<file path="src/hdl/kpc_pkg.sv">
// ----------------------------------------------------------------------------
// kpc_pkg
// Types, register codes and constants of the key press classifier.
// ----------------------------------------------------------------------------
package kpc_pkg;

	localparam int NUM_KEYS = 8;
	localparam int KEY_W    = 3;
	localparam int TIME_W   = 32;
	localparam int DEB_W    = 16;
	localparam int UNITS_W  = 8;
	localparam int THR_W    = 15;
	localparam int UNIT_MS  = 100;
	localparam int KEY_SLOTS = 2 ** KEY_W;

	localparam int PADDR_W = 4;
	localparam int PDATA_W = 32;

	localparam logic [DEB_W-1:0]   DEBOUNCE_RST = DEB_W'(20);
	localparam logic [UNITS_W-1:0] LONG_RST     = UNITS_W'(10);
	localparam logic [UNITS_W-1:0] HOLD_RST     = UNITS_W'(20);

	typedef enum logic [2:0] {
		ST_IDLE    = 3'd0,
		ST_DOWN    = 3'd1,
		ST_LONG    = 3'd2,
		ST_HOLD    = 3'd3,
		ST_DOWN_UP = 3'd4,
		ST_LONG_UP = 3'd5,
		ST_HOLD_UP = 3'd6
	} key_state_t;

	typedef enum logic [1:0] {
		REG_DEBOUNCE = 2'd0,
		REG_LONG     = 2'd1,
		REG_HOLD     = 2'd2
	} reg_idx_t;

	typedef struct packed {
		logic              level;
		logic [TIME_W-1:0] change_time;
		key_state_t        state;
	} entry_t;

	localparam int ENTRY_W = $bits(entry_t);

	typedef struct packed {
		logic [DEB_W-1:0] debounce;
		logic [THR_W-1:0] long_thr;
		logic [THR_W-1:0] hold_thr;
	} thr_t;

endpackage

</file>
<file path="src/hdl/kpc_ifs.sv">
// ----------------------------------------------------------------------------
// kpc_ifs
// Request channels of the key press classifier: poll in, result out.
// ----------------------------------------------------------------------------
interface kpc_poll_if import kpc_pkg::*; ();
	logic              valid;
	logic              ready;
	logic [KEY_W-1:0]  key_index;
	logic              raw_level;
	logic [TIME_W-1:0] now_ms;

	modport source (output valid, key_index, raw_level, now_ms, input ready);
	modport sink   (input valid, key_index, raw_level, now_ms, output ready);
endinterface

interface kpc_res_if import kpc_pkg::*; ();
	logic             valid;
	logic             ready;
	logic [KEY_W-1:0] key_id;
	logic [2:0]       key_state;
	logic             state_changed;

	modport source (output valid, key_id, key_state, state_changed, input ready);
	modport sink   (input valid, key_id, key_state, state_changed, output ready);
endinterface

</file>
<file path="src/hdl/kpc_ram.sv">
// ----------------------------------------------------------------------------
// kpc_ram
// Generic single-write, single-read RAM with registered read data.
// ----------------------------------------------------------------------------
module kpc_ram #(
	parameter int WIDTH = 8,
	parameter int DEPTH = 8
) (
	input  logic                     clk,
	input  logic                     we,
	input  logic [$clog2(DEPTH)-1:0] waddr,
	input  logic [WIDTH-1:0]         wdata,
	input  logic                     re,
	input  logic [$clog2(DEPTH)-1:0] raddr,
	output logic [WIDTH-1:0]         rdata
);

	logic [WIDTH-1:0] mem_q [DEPTH];

	always_ff @(posedge clk) begin
		if (we) begin
			mem_q[waddr] <= wdata;
		end
		if (re) begin
			rdata <= mem_q[raddr];
		end
	end

endmodule

</file>
<file path="src/hdl/kpc_update.sv">
// ----------------------------------------------------------------------------
// kpc_update
// Next-entry logic for one key: debounce timer and press state machine.
// ----------------------------------------------------------------------------
module kpc_update import kpc_pkg::*; (
	input  entry_t            cur,
	input  logic              raw_level,
	input  logic [TIME_W-1:0] now_ms,
	input  thr_t              thr,
	output entry_t            nxt,
	output logic              changed
);

	logic [TIME_W-1:0] ct;
	logic [TIME_W-1:0] stable;
	logic              settled;
	key_state_t        st;

	always_comb begin
		ct      = (raw_level != cur.level) ? now_ms : cur.change_time;
		stable  = now_ms - ct;
		settled = stable >= TIME_W'(thr.debounce);
		st      = cur.state;

		if (settled) begin
			if (raw_level) begin
				unique case (cur.state)
					ST_IDLE: st = ST_DOWN;
					ST_DOWN: if (stable > TIME_W'(thr.long_thr)) begin
						st = ST_LONG;
					end
					ST_LONG: if (stable > TIME_W'(thr.hold_thr)) begin
						st = ST_HOLD;
					end
					default: st = cur.state;
				endcase
			end else begin
				unique case (cur.state)
					ST_DOWN:    st = ST_DOWN_UP;
					ST_LONG:    st = ST_LONG_UP;
					ST_HOLD:    st = ST_HOLD_UP;
					ST_DOWN_UP,
					ST_LONG_UP,
					ST_HOLD_UP: st = ST_IDLE;
					default:    st = cur.state;
				endcase
			end
		end

		changed = st != cur.state;

		nxt.level       = raw_level;
		nxt.change_time = (changed && st == ST_HOLD) ? now_ms : ct;
		nxt.state       = st;
	end

endmodule

</file>
<file path="src/hdl/key_press_classifier.sv">
// ----------------------------------------------------------------------------
// key_press_classifier
// Per-key debounce with down / long / hold press classification.
// ----------------------------------------------------------------------------
//  channel  dir  handshake     payload
//  poll     in   valid/ready   key_index, raw_level, now_ms
//  result   out  valid/ready   key_id, key_state, state_changed
//  apb      in   psel/penable  paddr, pwdata, pwrite -> prdata, pready
//
//  One poll per cycle unless the result stalls; a poll passes stage 1 and the
//  result register. Key entries live in one RAM: read at accept, updated and
//  written back as stage 1 advances, last write forwarded on a key match.
//  Reset clears config to defaults and the per-key valid bits (no RAM sweep).
//  A stalled result holds the update stage, which holds poll.ready low.
// ----------------------------------------------------------------------------
module key_press_classifier import kpc_pkg::*; (
	input  logic               clk,
	input  logic               arst_n,
	kpc_poll_if.sink           poll,
	kpc_res_if.source          result,
	input  logic               psel,
	input  logic               penable,
	input  logic               pwrite,
	input  logic [PADDR_W-1:0] paddr,
	input  logic [PDATA_W-1:0] pwdata,
	output logic [PDATA_W-1:0] prdata,
	output logic               pready
);

	// configuration
	logic [UNITS_W-1:0] long_units_q;
	logic [UNITS_W-1:0] hold_units_q;
	thr_t               thr_q;
	logic               cfg_wr;
	reg_idx_t           cfg_idx;

	assign pready  = 1'b1;
	assign cfg_wr  = psel && penable && pwrite;
	assign cfg_idx = reg_idx_t'(paddr[3:2]);

	always_ff @(posedge clk or negedge arst_n) begin
		if (!arst_n) begin
			thr_q.debounce <= DEBOUNCE_RST;
			long_units_q   <= LONG_RST;
			hold_units_q   <= HOLD_RST;
			thr_q.long_thr <= THR_W'(LONG_RST) * THR_W'(UNIT_MS);
			thr_q.hold_thr <= THR_W'(HOLD_RST) * THR_W'(UNIT_MS);
		end else if (cfg_wr) begin
			unique case (cfg_idx)
				REG_DEBOUNCE: thr_q.debounce <= pwdata[DEB_W-1:0];
				REG_LONG: begin
					long_units_q   <= pwdata[UNITS_W-1:0];
					thr_q.long_thr <= THR_W'(pwdata[UNITS_W-1:0]) * THR_W'(UNIT_MS);
				end
				REG_HOLD: begin
					hold_units_q   <= pwdata[UNITS_W-1:0];
					thr_q.hold_thr <= THR_W'(pwdata[UNITS_W-1:0]) * THR_W'(UNIT_MS);
				end
				default: ;
			endcase
		end
	end

	always_comb begin
		unique case (cfg_idx)
			REG_DEBOUNCE: prdata = PDATA_W'(thr_q.debounce);
			REG_LONG:     prdata = PDATA_W'(long_units_q);
			REG_HOLD:     prdata = PDATA_W'(hold_units_q);
			default:      prdata = '0;
		endcase
	end

	// pipeline control
	logic out_v_q;
	logic out_free;
	logic s1_v_q;
	logic s1_adv;
	logic accept;

	assign out_free   = !out_v_q || result.ready;
	assign s1_adv     = s1_v_q && out_free;
	assign poll.ready = !s1_v_q || out_free;
	assign accept     = poll.valid && poll.ready;

	// stage 1 request
	logic [KEY_W-1:0]  key_s1;
	logic              lvl_s1;
	logic [TIME_W-1:0] now_s1;
	logic              vld_s1;

	// entry store
	logic [KEY_SLOTS-1:0] vld_q;
	logic                 ram_we;
	logic [ENTRY_W-1:0]   ram_rdata;
	logic                 wr_v_q;
	logic [KEY_W-1:0]     wr_key_q;
	entry_t               wr_data_q;
	entry_t               cur;
	entry_t               nxt;
	logic                 changed;
	logic                 key_ok;
	logic                 fwd;

	kpc_ram #(
		.WIDTH(ENTRY_W),
		.DEPTH(KEY_SLOTS)
	) u_ram (
		.clk  (clk),
		.we   (ram_we),
		.waddr(key_s1),
		.wdata(nxt),
		.re   (accept),
		.raddr(poll.key_index),
		.rdata(ram_rdata)
	);

	always_ff @(posedge clk or negedge arst_n) begin
		if (!arst_n) begin
			s1_v_q <= 1'b0;
		end else if (poll.ready) begin
			s1_v_q <= poll.valid;
		end
	end

	always_ff @(posedge clk) begin
		if (accept) begin
			key_s1 <= poll.key_index;
			lvl_s1 <= poll.raw_level;
			now_s1 <= poll.now_ms;
			vld_s1 <= vld_q[poll.key_index];
		end
	end

	assign key_ok = {1'b0, key_s1} < (KEY_W + 1)'(NUM_KEYS);
	assign fwd    = wr_v_q && (wr_key_q == key_s1);
	assign ram_we = s1_adv && key_ok;

	always_comb begin
		if (fwd) begin
			cur = wr_data_q;
		end else if (vld_s1) begin
			cur = entry_t'(ram_rdata);
		end else begin
			cur = entry_t'('0);
		end
	end

	kpc_update u_update (
		.cur      (cur),
		.raw_level(lvl_s1),
		.now_ms   (now_s1),
		.thr      (thr_q),
		.nxt      (nxt),
		.changed  (changed)
	);

	always_ff @(posedge clk or negedge arst_n) begin
		if (!arst_n) begin
			vld_q  <= '0;
			wr_v_q <= 1'b0;
		end else if (ram_we) begin
			vld_q[key_s1] <= 1'b1;
			wr_v_q        <= 1'b1;
		end
	end

	always_ff @(posedge clk) begin
		if (ram_we) begin
			wr_key_q  <= key_s1;
			wr_data_q <= nxt;
		end
	end

	// result register
	logic [KEY_W-1:0] key_id_q;
	key_state_t       state_q;
	logic             changed_q;

	always_ff @(posedge clk or negedge arst_n) begin
		if (!arst_n) begin
			out_v_q <= 1'b0;
		end else if (out_free) begin
			out_v_q <= s1_v_q;
		end
	end

	always_ff @(posedge clk) begin
		if (s1_adv) begin
			key_id_q  <= key_s1;
			state_q   <= key_ok ? nxt.state : ST_IDLE;
			changed_q <= key_ok && changed;
		end
	end

	assign result.valid         = out_v_q;
	assign result.key_id        = key_id_q;
	assign result.key_state     = state_q;
	assign result.state_changed = changed_q;

	// checks
	a_stall_blocks_poll: assert property (@(posedge clk) disable iff (!arst_n)
		s1_v_q && out_v_q && !result.ready |-> !poll.ready)
		else $error("poll accepted while update stage stalled");

	a_write_needs_stage: assert property (@(posedge clk) disable iff (!arst_n)
		ram_we |-> s1_v_q && out_free)
		else $error("entry write without advancing request");

	a_accept_fills_s1: assert property (@(posedge clk) disable iff (!arst_n)
		accept |=> s1_v_q)
		else $error("accepted poll lost before update stage");

	a_adv_fills_out: assert property (@(posedge clk) disable iff (!arst_n)
		s1_adv |=> out_v_q)
		else $error("advanced request lost before result register");

endmodule

</file>
<file path="src/flat_wrapper.sv">
// flat-port wrapper written by rule: the top's interface ports become plain ports
module key_press_classifier_flat import kpc_pkg::*;
  (clk, arst_n, psel, penable, pwrite, paddr, pwdata, prdata, pready, poll_valid, poll_key_index, poll_raw_level, poll_now_ms, poll_ready, result_valid, result_key_id, result_key_state, result_state_changed, result_ready);
  kpc_poll_if poll_i ();
  kpc_res_if result_i ();
  input  logic clk;
  input  logic arst_n;
  input  logic psel;
  input  logic penable;
  input  logic pwrite;
  input  logic [PADDR_W-1:0] paddr;
  input  logic [PDATA_W-1:0] pwdata;
  output logic [PDATA_W-1:0] prdata;
  output logic pready;
  input wire logic [$bits(poll_i.valid)-1:0] poll_valid;
  input wire logic [$bits(poll_i.key_index)-1:0] poll_key_index;
  input wire logic [$bits(poll_i.raw_level)-1:0] poll_raw_level;
  input wire logic [$bits(poll_i.now_ms)-1:0] poll_now_ms;
  output wire logic [$bits(poll_i.ready)-1:0] poll_ready;
  output wire logic [$bits(result_i.valid)-1:0] result_valid;
  output wire logic [$bits(result_i.key_id)-1:0] result_key_id;
  output wire logic [$bits(result_i.key_state)-1:0] result_key_state;
  output wire logic [$bits(result_i.state_changed)-1:0] result_state_changed;
  input wire logic [$bits(result_i.ready)-1:0] result_ready;
  assign poll_i.valid = poll_valid;
  assign poll_i.key_index = poll_key_index;
  assign poll_i.raw_level = poll_raw_level;
  assign poll_i.now_ms = poll_now_ms;
  assign poll_ready = poll_i.ready;
  assign result_valid = result_i.valid;
  assign result_key_id = result_i.key_id;
  assign result_key_state = result_i.key_state;
  assign result_state_changed = result_i.state_changed;
  assign result_i.ready = result_ready;
  key_press_classifier u_core (.clk(clk), .arst_n(arst_n), .poll(poll_i), .result(result_i), .psel(psel), .penable(penable), .pwrite(pwrite), .paddr(paddr), .pwdata(pwdata), .prdata(prdata), .pready(pready));
endmodule
</file>
<file path="config.mk">
export PLATFORM = sky130hd
export DESIGN_NAME = key_press_classifier_flat
export DESIGN_NICKNAME = d
export VERILOG_FILES = /design/src/hdl/kpc_pkg.sv /design/src/hdl/kpc_ifs.sv /design/src/hdl/kpc_ram.sv /design/src/hdl/kpc_update.sv /design/src/hdl/key_press_classifier.sv /design/src/flat_wrapper.sv
export SDC_FILE = /design/constraint.sdc
export NUM_CORES = 1
export LEC_CHECK = 0
export ABC_AREA = 1
export BUFFER_PORTS_ARGS = -buffer_cell sky130_fd_sc_hd__buf_2
export CAP_MARGIN = 20
export CORE_ASPECT_RATIO = 1.25
export CORE_UTILIZATION = 45
export DETAILED_ROUTE_END_ITERATION = 12
export PLACE_DENSITY_LB_ADDON = 0.2
export RECOVER_POWER = 50
export SETUP_SLACK_MARGIN = 0.1
export SYNTH_ARGS = -nofsm -noshare
export SYNTH_HDL_FRONTEND = slang
export SYNTH_SLANG_ARGS = --single-unit
</file>
<file path="constraint.sdc">
create_clock -name clk -period 5.2 [get_ports clk]
set_clock_uncertainty 0.2 [all_clocks]
set_input_delay 0.26 -clock clk [delete_from_list [all_inputs] [get_ports clk]]
set_output_delay 0.26 -clock clk [all_outputs]
set_load 0.005 [all_outputs]
</file>
==> summary.md, run 1 <==
| Metric | Value |
|---|---|
| # setup viols final | 288 |
| Die area | 52700 um^2 |
| Hold Vio Cnt, Final | 0 |
| Crit path capture | u_core.u_ram.mem_q[3][13] |
| FILL cells | 4123 |
| DP HPWL | 43600 um |
| Clock Pin Slew Worst Setup and Hold Paths | 0.06 ns |
| Critical path's slowest cell | edfxtp_1 |
| Worst hold path type | primary input to flop |
| Largest net degree at the start of global routing | 117 |
| P&R area growth vs syn | 31.3% |
| Die Wd | 205 um |
| Root buffer cell | clkbuf_16 |
| Peak supply drop | around 240 uV |
| Run status | finished, violations left |
| Number of synthesized flops with an enable pin | 401 |
| Worst path most repeated cell | nand2_4 |
| RSZ-0062 raised after global routing | yes |
| GRT Overall Usage | 26.2% |
| MaxCap Viol Count | 3 |
| CTS tree | yes |
| Drt first pass iters | 5 |
| Share of layout cells above drive strength 1 | 27.6% |
| Syn avg cell area | 9.76 um^2 |
| Fmax | ~180 MHz |
| Initial antenna violation count | 0 |
| Placed insts | 3285 |
| R2R setup slack | -0.31 ns |
| Worst slack at placement | -0.475 ns |
| Power Total | about 13 mW |
| Non-filler cells, final | 3515 |
| Fin crit share | 106% |
| Core area | around 51000 um^2 |
| Worst r2r dst | u_core.u_ram.mem_q[3][13] |
| Via density | 5.45 |
| Vias | 19169 |
| DP Area | 26200 um^2 |
| Hold Startpoint | poll_key_index[1] |
| Post-synth top cells | edfxtp_1, nand2_1, nor2_1, o21ai_0, inv_1 |
| Violated checks | max-capacitance violations, max-slew violations, negative setup slack |
| Power Density | 429 nW/um^2 |
| Post-synth cell types | 54 |
| Worst hold margin | about 0.17 ns |
| CP Max Fanout | 8 |
| Worst Setup Slack, final | -0.305 ns |
| Setup tns final | -76.59 ns |
| Slew headroom | -140% |
| Register area share after synthesis | 58.6% |
| H-tree depth | 2 |
| Setup CP Type | flop to flop |
| Slowest stage delay, CP | around 0.42 ns |
| #FFs+latches synth | 464 |
| Post-route core utilization | roughly three fifths |
| Site Rows | 92 |
| CTS sink count | 464 |
| Minimum clock period | 5.51 ns |
| Dominant cells by area after synthesis | edfxtp_1, nand2_1, nor2_1 |
| I/O pin total | 121 |
| Initial drt markers | 1812 |
| Async S/R FF share, synth | about 14% |
| Starting density of the core | 45.9% |
| Worst Setup End Kind | flop |
| Die Ht | between 200 and 300 um |
| Critical Path RT | 5.45 ns |
| Count of port buffers added during placement | 85 |
| Vias in the first global route | 18831 |
| Syn Inst Count | approximately 2400 |
| Final wirelength | 71100 um |
| Wire length per cell | 20.2 um |
| Post-Syn Area | about 23000 um^2 |
| First-pass GRT wire length | approximately 110000 um |
| Grt total ovfl | 0 |
| Final instance area | 30600 um^2 |
| Cell accounting for the most synthesized area | edfxtp_1 |
| Worst reg-to-reg path cell count | 39 |
| Synth Flop Type | edfxtp_1 |
| Clock Latency Late Sink | ~0.60 ns |
| Worst R2R Start | u_core.key_s1[2] |
| Drt drc | 0 |
| Final nets | 2995 |
| Top-count cell post-synth | edfxtp_1 |
| Yosys warnings | 0 |
| Critical Path Source | u_core.key_s1[2] |
| CTS max path bufs | 3 |
| Post-synth top area share | between 50 and 60% |
| Leak | 12.5 nW |
| CP Launch Type | flop |
| TritonCTS buffer count | 46 |
| Placer Congestion | 0.908 |
| Final Max Slew Viols | 170 |
| Worst-margin pin slew | 3.61 ns |
| Final ANT Viol Nets | 0 |
| WP data arrival | around 5.8 ns |
-- registers in the layout (all words and copies together) (netlist names), 3 cells and up --
| register | cells |
|---|---|
| u_core.vld_q | 8 |
| u_core.thr_q | 36 |
| u_core.wr_data_q | 36 |
| u_core.u_ram.mem_q | 288 |
| u_core.key_s1 | 3 |
| u_core.long_units_q | 8 |
| u_core.now_s1 | 32 |
| u_core.result.key_id | 3 |
| u_core.u_ram.rdata | 36 |
| u_core.hold_units_q | 8 |
-- per-layer routing --
metal | global-route usage (%) | routed length [um]
met5 | 0 | 0
met3 | 3.60 | 5000
met2 | 46.5 | 35700
met1 | 31.8 | 27600
met4 | 10.6 | 2750
-- cells in the final DEF (no fill, tap or decap), types with 58 or more instances in the layout --
| master | n |
|---|---|
| ha_1 | 82 |
| edfxtp_1 | 401 |
| buf_4 | 285 |
| nand2_1 | 304 |
| dlygate4sd3_1 | 58 |
| inv_1 | 227 |
| o21ai_0 | 240 |
| nor2_1 | 351 |
| buf_2 | 67 |
| nand3_1 | 74 |
| a21oi_1 | 61 |
| nand2_4 | 61 |
-- report_power, final --
| group | leakage, nW | switching (mW) | internal (mW) |
|---|---|---|---|
| clock network | 0.772 | 1.45 | 2.01 |
| registers | 4.39 | 0.133 | 4.64 |
| logic | 7.37 | 2.84 | 2.05 |
-- final cells by class --
cell class	count	area (um^2)	area share, %
antenna	1	2.50	0.00819
clock buffer	52	1190	3.91
clock inverter	31	357	1.17
inverter	253	960	3.14
multi-input combinational	1589	9870	32.3
sequential	464	13600	44.6
tap	658	823	2.69
timing repair buffer	467	3730	12.2
-- cell families after synthesis --
family                   count (synthesis)  synth area share [%]
other                                    2                0.0322
AO/OA/AOI/OAI                          458                  10.7
flip-flops                             464                  58.6
multiplexers                             1                0.0483
buffers and inverters                  369                  6.72
AND/OR/NAND/NOR                        974                  17.8
adder cells (fa/ha/maj)                 95                  5.20
XOR/XNOR                                23                 0.865
-- critical path: cells and delay by family (launching register included) --
kind	cells	cell delay (ns)
and+or+nand+nor	19	1.89
buffers and inverters	9	1.03
AOI/OAI and AO/OA	7	0.96
adders and majority gates	3	0.55
DFF	1	0.42
xor gates and xnor gates	1	0.27
-- what timing repair did --
item,in CTS,in global routing
gates cloned,12,15
setup endpoints to repair,307,307
pin swaps,32,36
resized for setup,183,127
setup buffers,51,10
hold buffers,58,0
endpoints found under the hold margin,119,0
-- how the worst min path moves through the flow --
stage | cells past startpoint | slack, ns | end
after global placement | 1 | 0.24 | u_core.now_s1[23]
after detailed placement | 1 | 0.24 | u_core.now_s1[31]
final | 4 | 0.17 | u_core.u_ram.rdata[11]
after CTS | 5 | 0.05 | u_core.thr_q[34]
after global routing | 2 | 0.17 | u_core.now_s1[30]
after floorplan | 0 | -0.24 | u_core.hold_units_q[0]
No activity file was read; power rests on OpenSTA's default activity.
==> run 2: changes to the inputs <==
Settings changed: PLACE_DENSITY_LB_ADDON 0.2 to unset.
==> summary.md, run 2 (synthesis gave the netlist of run 1 again) <==
| Metric | Value |
|---|---|
| Run status | finished, violations left |
| Violated checks | max-capacitance violations, max-slew violations, negative setup slack |
| Drt first pass iters | 6 |
| First-pass GRT wire length | between 100000 and 150000 um |
| Die Wd | ~200 um |
| Fmax | 182 MHz |
| Core area | just over 50000 um^2 |
| Slew headroom | -138% |
| GRT Overall Usage | 25.1% |
| Most common cell after layout, fill and taps aside | edfxtp_1 |
| Vias in the first global route | ~18000 |
| Final Max Slew Viols | between 150 and 200 |
| Power Total | between 10 and 15 mW |
| Buffers and inverters on the worst path | 9 |
| Worst Setup Slack, final | -0.283 ns |
| MaxCap Viol Count | 3 |
| I/O pin total | approximately 120 |
| Drt drc | 0 |
| Worst Setup End Kind | flop |
| CP Max Fanout | 14 |
| Clock Pin Slew Worst Setup and Hold Paths | 0.06 ns |
| Hold Startpoint | poll_raw_level |
| Peak supply drop | 234 uV |
| Setup CP Type | flop to flop |
| RSZ-0062 raised after global routing | yes |
| Top delay family on crit path | simple AND/OR/NAND/NOR gates |
| Max reg flops | around 290 |
| Leak | 12.3 nW |
| Initial drt markers | 1393 |
| Worst r2r dst | u_core.u_ram.mem_q[0][24] |
| Worst hold path type | primary input to flop |
| Final instance area | just over 30000 um^2 |
| Die Ht | 256 um |
| Slowest stage delay, CP | 0.44 ns |
| FILL cells | 4155 |
| Fin crit share | 105% |
| Via density | approximately 5.4 |
| Count of port buffers added during placement | 85 |
| Worst reg-to-reg path cell count | 38 |
| CTS max path bufs | 3 |
| TritonCTS buffer count | 45 |
| Ant diodes | 0 |
| CP Launch Type | flop |
| Starting density of the core | between 40% and 50% |
| Worst-margin pin slew | approximately 3.6 ns |
| Critical Path RT | 5.43 ns |
| CP Depth | 38 |
| Root buffer cell | clkbuf_16 |
| Worst hold margin | just over 0.2 ns |
| Hold path depth | 2 |
| # setup viols final | 338 |
| Clock Latency Late Sink | 0.57 ns |
| Final ANT Viol Nets | 0 |
| Largest net degree at the start of global routing | 96 |
| Final wirelength | approximately 70000 um |
| P&R area growth vs syn | 29.5% |
| WP data arrival | approximately 5.7 ns |
| Worst path most repeated cell | nand2_2 |
| Wire length per cell | 19.8 um |
| Share of layout cells above drive strength 1 | between 20% and 30% |
| CTS sink count | 464 |
| Minimum clock period | around 5.5 ns |
| Most frequent cells in the layout | edfxtp_1, nor2_1, nand2_1, buf_4, o21ai_0 |
| Reg with most FFs | u_core.u_ram.mem_q |
| Power Density | ~420 nW/um^2 |
| Site Rows | 92 |
| CTS tree | yes |
| Initial antenna violation count | 0 |
| Hold Vio Cnt, Final | 0 |
| Grt total ovfl | 0 |
| DP Area | 26200 um^2 |
| Hold endpoint | u_core.lvl_s1 |
| H-tree depth | 2 |
| R2R setup slack | -0.28 ns |
| Die area | roughly 53000 um^2 |
| DP HPWL | 43200 um |
| Placer Congestion | 0.931 |
| Vias | 18845 |
| Critical path's slowest cell | edfxtp_1 |
| Worst R2R Start | u_core.result.key_id[1] |
| Final nets | 2962 |
-- run 2: worst reg2reg max path, delay by kind of cell (launching register included) --
kind                       cells  cell delay [ns]
adders and majority gates      2             0.41
buffers and inverters          9             1.10
DFF                            1             0.44
AOI/OAI and AO/OA              6             0.88
and+or+nand+nor               20             2.06
xor gates and xnor gates       1             0.27
-- run 2: cell type report --
class / count / area [um^2] / area share, %
Sequential cell: 464 / 13600 / 45.2
Multi-Input combinational cell: 1581 / 9700 / 32.2
Timing Repair Buffer: 443 / 3570 / 11.8
Clock buffer: 72 / 1310 / 4.34
Inverter: 253 / 970 / 3.21
Tap cell: 658 / 823 / 2.73
Clock inverter: 12 / 156 / 0.518
-- run 2: power breakdown --
| part | leakage (nW) | internal (mW) | switching [mW] |
|---|---|---|---|
| Sequential | 4.39 | 4.64 | 0.133 |
| Clock | 0.710 | 1.88 | 1.39 |
| Combinational | 7.21 | 1.99 | 2.77 |
| Total | 12.3 | 8.51 | 4.30 |
-- run 2: repair_timing --
action,in CTS,in global routing
hold endpoints to repair,118,0
pin swaps,42,67
cloned,10,8
setup endpoints to repair,316,316
buffers inserted,14,22
gates resized for setup,127,181
hold buffers,60,0
-- run 2: how the worst max path moves through the flow --
stage	to	startpoint
floorplan	u_core.u_ram.mem_q[0][16]	u_core.key_s1[2]
global placement	u_core.u_ram.mem_q[7][3]	u_core.key_s1[0]
detailed placement	u_core.u_ram.mem_q[1][34]	u_core.result.key_id[1]
CTS	u_core.u_ram.mem_q[3][6]	u_core.key_s1[0]
global route	u_core.u_ram.mem_q[1][24]	u_core.result.key_id[1]
finish	u_core.u_ram.mem_q[0][24]	u_core.result.key_id[1]
-- run 2: metal layers --
metal / track usage, % / vias up / share of wire [%]
li1: - / 8934 / -
met1: 30.4 / 9149 / 39
met5: 0 / - / 0
met2: 45.6 / 625 / 52
met4: 8.91 / 0 / 3.2
met3: 2.67 / 137 / 5.7
-- run 2: through the flow --
stage               std cells  setup slack, ns  util (%)  setup TNS [ns]
detailed placement       3285           -0.564      51.7         -145.39
finish                   3483           -0.283      59.4          -72.99
CTS                      3453           -0.191      57.3          -46.89
floorplan                2401           0.0558         -               0
global route             3483           -0.539      59.4         -179.18
global placement         3284           -0.467      51.7         -117.72
==> run 3: changes to the inputs <==
Settings changed: CORE_ASPECT_RATIO 1.25 to 0.75.
==> summary.md, run 3 (synthesis gave the netlist of run 1 again) <==
| Metric | Value |
|---|---|
| Peak supply drop | around 260 uV |
| FILL cells | 4164 |
| Placed insts | 3285 |
| Top layer in use | met4 |
| Routed wl met3 | roughly 5500 um |
| Final wirelength | 69900 um |
| Cell Int Power | 8.43 mW |
| Worst slack at placement | -0.627 ns |
| Site Rows | 71 |
| Via density | about 5.4 |
| Final Max Slew Viols | 76 |
| Minimum clock period | 5.47 ns |
| CP Max Fanout | 17 |
| Register area | 13600 um^2 |
| Worst-margin pin slew | 4.18 ns |
| Worst hold path type | primary input to flop |
| Most common cell after layout, fill and taps aside | edfxtp_1 |
| Power Density | between 400 and 500 nW/um^2 |
| Setup tns final | -63.77 ns |
| Final ANT Viol Nets | 0 |
| Final instance area | approximately 30000 um^2 |
| Critical path's slowest cell | o21ai_0 |
| Share of layout cells above drive strength 1 | 27.7% |
| M1 wire length | 32100 um |
| Fmax | 183 MHz |
| Grt total ovfl | 0 |
| H-tree depth | 2 |
| CTS tree | yes |
| GRT Overall Usage | 25.9% |
| Max reg flops | 288 |
| DP HPWL | about 43000 um |
| Ant diodes | 0 |
| Drt drc | 0 |
| WP data arrival | 5.58 ns |
| Slew headroom | -179% |
| Multi-input gate area | 10300 um^2 |
| # setup viols final | 288 |
| Placer Congestion | 0.912 |
| CTS sink count | 464 |
| MaxCap Viol Count | 1 |
| Largest net degree at the start of global routing | 77 |
| Worst Setup End Kind | flop |
| Hold Vio Cnt, Final | 0 |
| Met2 wire length | 31200 um |
| Die Ht | 199 um |
| Die Wd | between 200 and 300 um |
| TritonCTS buffer count | between 40 and 50 |
| Die area | 52700 um^2 |
| Run status | finished, violations left |
| CTS max path bufs | 3 |
| Net switching fraction of the power | 34.9% |
| First-pass GRT wire length | approximately 100000 um |
| Initial antenna violation count | 0 |
| Initial drt markers | approximately 1800 |
| Fin crit share | 105% |
| CP Launch Type | flop |
| Slowest stage delay, CP | 0.47 ns |
| Most frequent cells in the layout | edfxtp_1, nor2_1, nand2_1, buf_4, o21ai_0 |
| Non-filler cells, final | roughly 3500 |
| Switch Pwr | 4.52 mW |
| Count of port buffers added during placement | 85 |
| Wire length per cell | 20.0 um |
| Final nets | between 2000 and 3000 |
| Leak | 12.4 nW |
| Vias | 18964 |
| Critical Path RT | 5.32 ns |
| Power Total | 13.0 mW |
| Worst Setup Slack, final | -0.269 ns |
| Root buffer cell | clkbuf_16 |
| I/O pin total | 121 |
| Seq pwr share | between 30% and 40% |
| Vias in the first global route | 18275 |
| Reg with most FFs | u_core.u_ram.mem_q |
| Starting density of the core | 46.0% |
| Drt first pass iters | 6 |
| DP Area | about 26000 um^2 |
| Clock Pin Slew Worst Setup and Hold Paths | 0.07 ns |
| P&R area growth vs syn | 31.3% |
| Core area | 50600 um^2 |
| Comb power frac | between 30% and 40% |
| RSZ-0062 raised after global routing | yes |
| Clock network power share | between 20% and 30% |
| Clock Latency Late Sink | 0.58 ns |
| Violated checks | max-capacitance violations, max-slew violations, negative setup slack |
| Setup CP Type | flop to flop |
==> run 3: path summary, 6_finish.rpt <==
check,slack [ns],cells past startpoint,start,end
max,-0.27,33,u_core.key_s1[2],u_core.wr_data_q[27]
min,0.06,5,paddr[2],u_core.hold_units_q[7]
max reg2reg,-0.27,33,u_core.key_s1[2],u_core.wr_data_q[27]
min reg2reg,0.26,2,u_core.vld_q[2],u_core.vld_q[2]
max in group asynchronous,4.01,3,arst_n,u_core.thr_q[28]
min in group asynchronous,0.24,3,arst_n,u_core.long_units_q[7]
==> run 3: metal layers <==
| metal | global-route usage (%) | vias to the layer above |
|---|---|---|
| li1 | - | 8993 |
| met1 | 38.0 | 9195 |
| met2 | 40.2 | 692 |
| met3 | 4.64 | 84 |
| met4 | 5.25 | 0 |
| met5 | 0 | - |
==> run 3: worst max-delay path, delay by kind of cell (launching register included) <==
kind / cells / cell delay [ns]
adder cells (fa/ha/maj): 1 / 0.38
flip-flops: 1 / 0.43
AND/OR/NAND/NOR: 21 / 2.08
buffers and inverters: 8 / 1.18
AO/OA/AOI/OAI: 3 / 0.91
==> run 3: timing repair <==
item                                   CTS  global route
cloned                                  14            11
pin swaps                               51            63
buffers inserted                        25            15
resized for setup                      215           157
setup endpoints to repair              307           316
endpoints found under the hold margin  117             0
hold buffers                            57             0
==> run 3: power by group through the flow <==
stage	Combinational (mW)	Sequential, mW	Clock, mW
after global placement	3.77	4.83	0
after CTS	4.47	4.77	3.21
after floorplan	2.21	4.79	0
after detailed placement	3.85	4.84	0
final	5.01	4.77	3.17
after global routing	5.44	4.80	3.35
==> run 3: stage by stage <==
stage,hold WS [ns],util (%)
floorplan,-0.236,-
global placement,0.236,51.8
detailed placement,0.238,51.8
CTS,0.0426,58.4
global route,0.126,60.4
finish,0.0566,60.4
==> run 3: final cells by class <==
type / count / area share (%)
clock buffer: 55 / 3.88
clock inverter: 28 / 0.708
inverter: 253 / 3.15
multi-input combinational: 1590 / 33.6
sequential: 464 / 44.6
tap: 657 / 2.69
timing repair buffer: 443 / 11.4
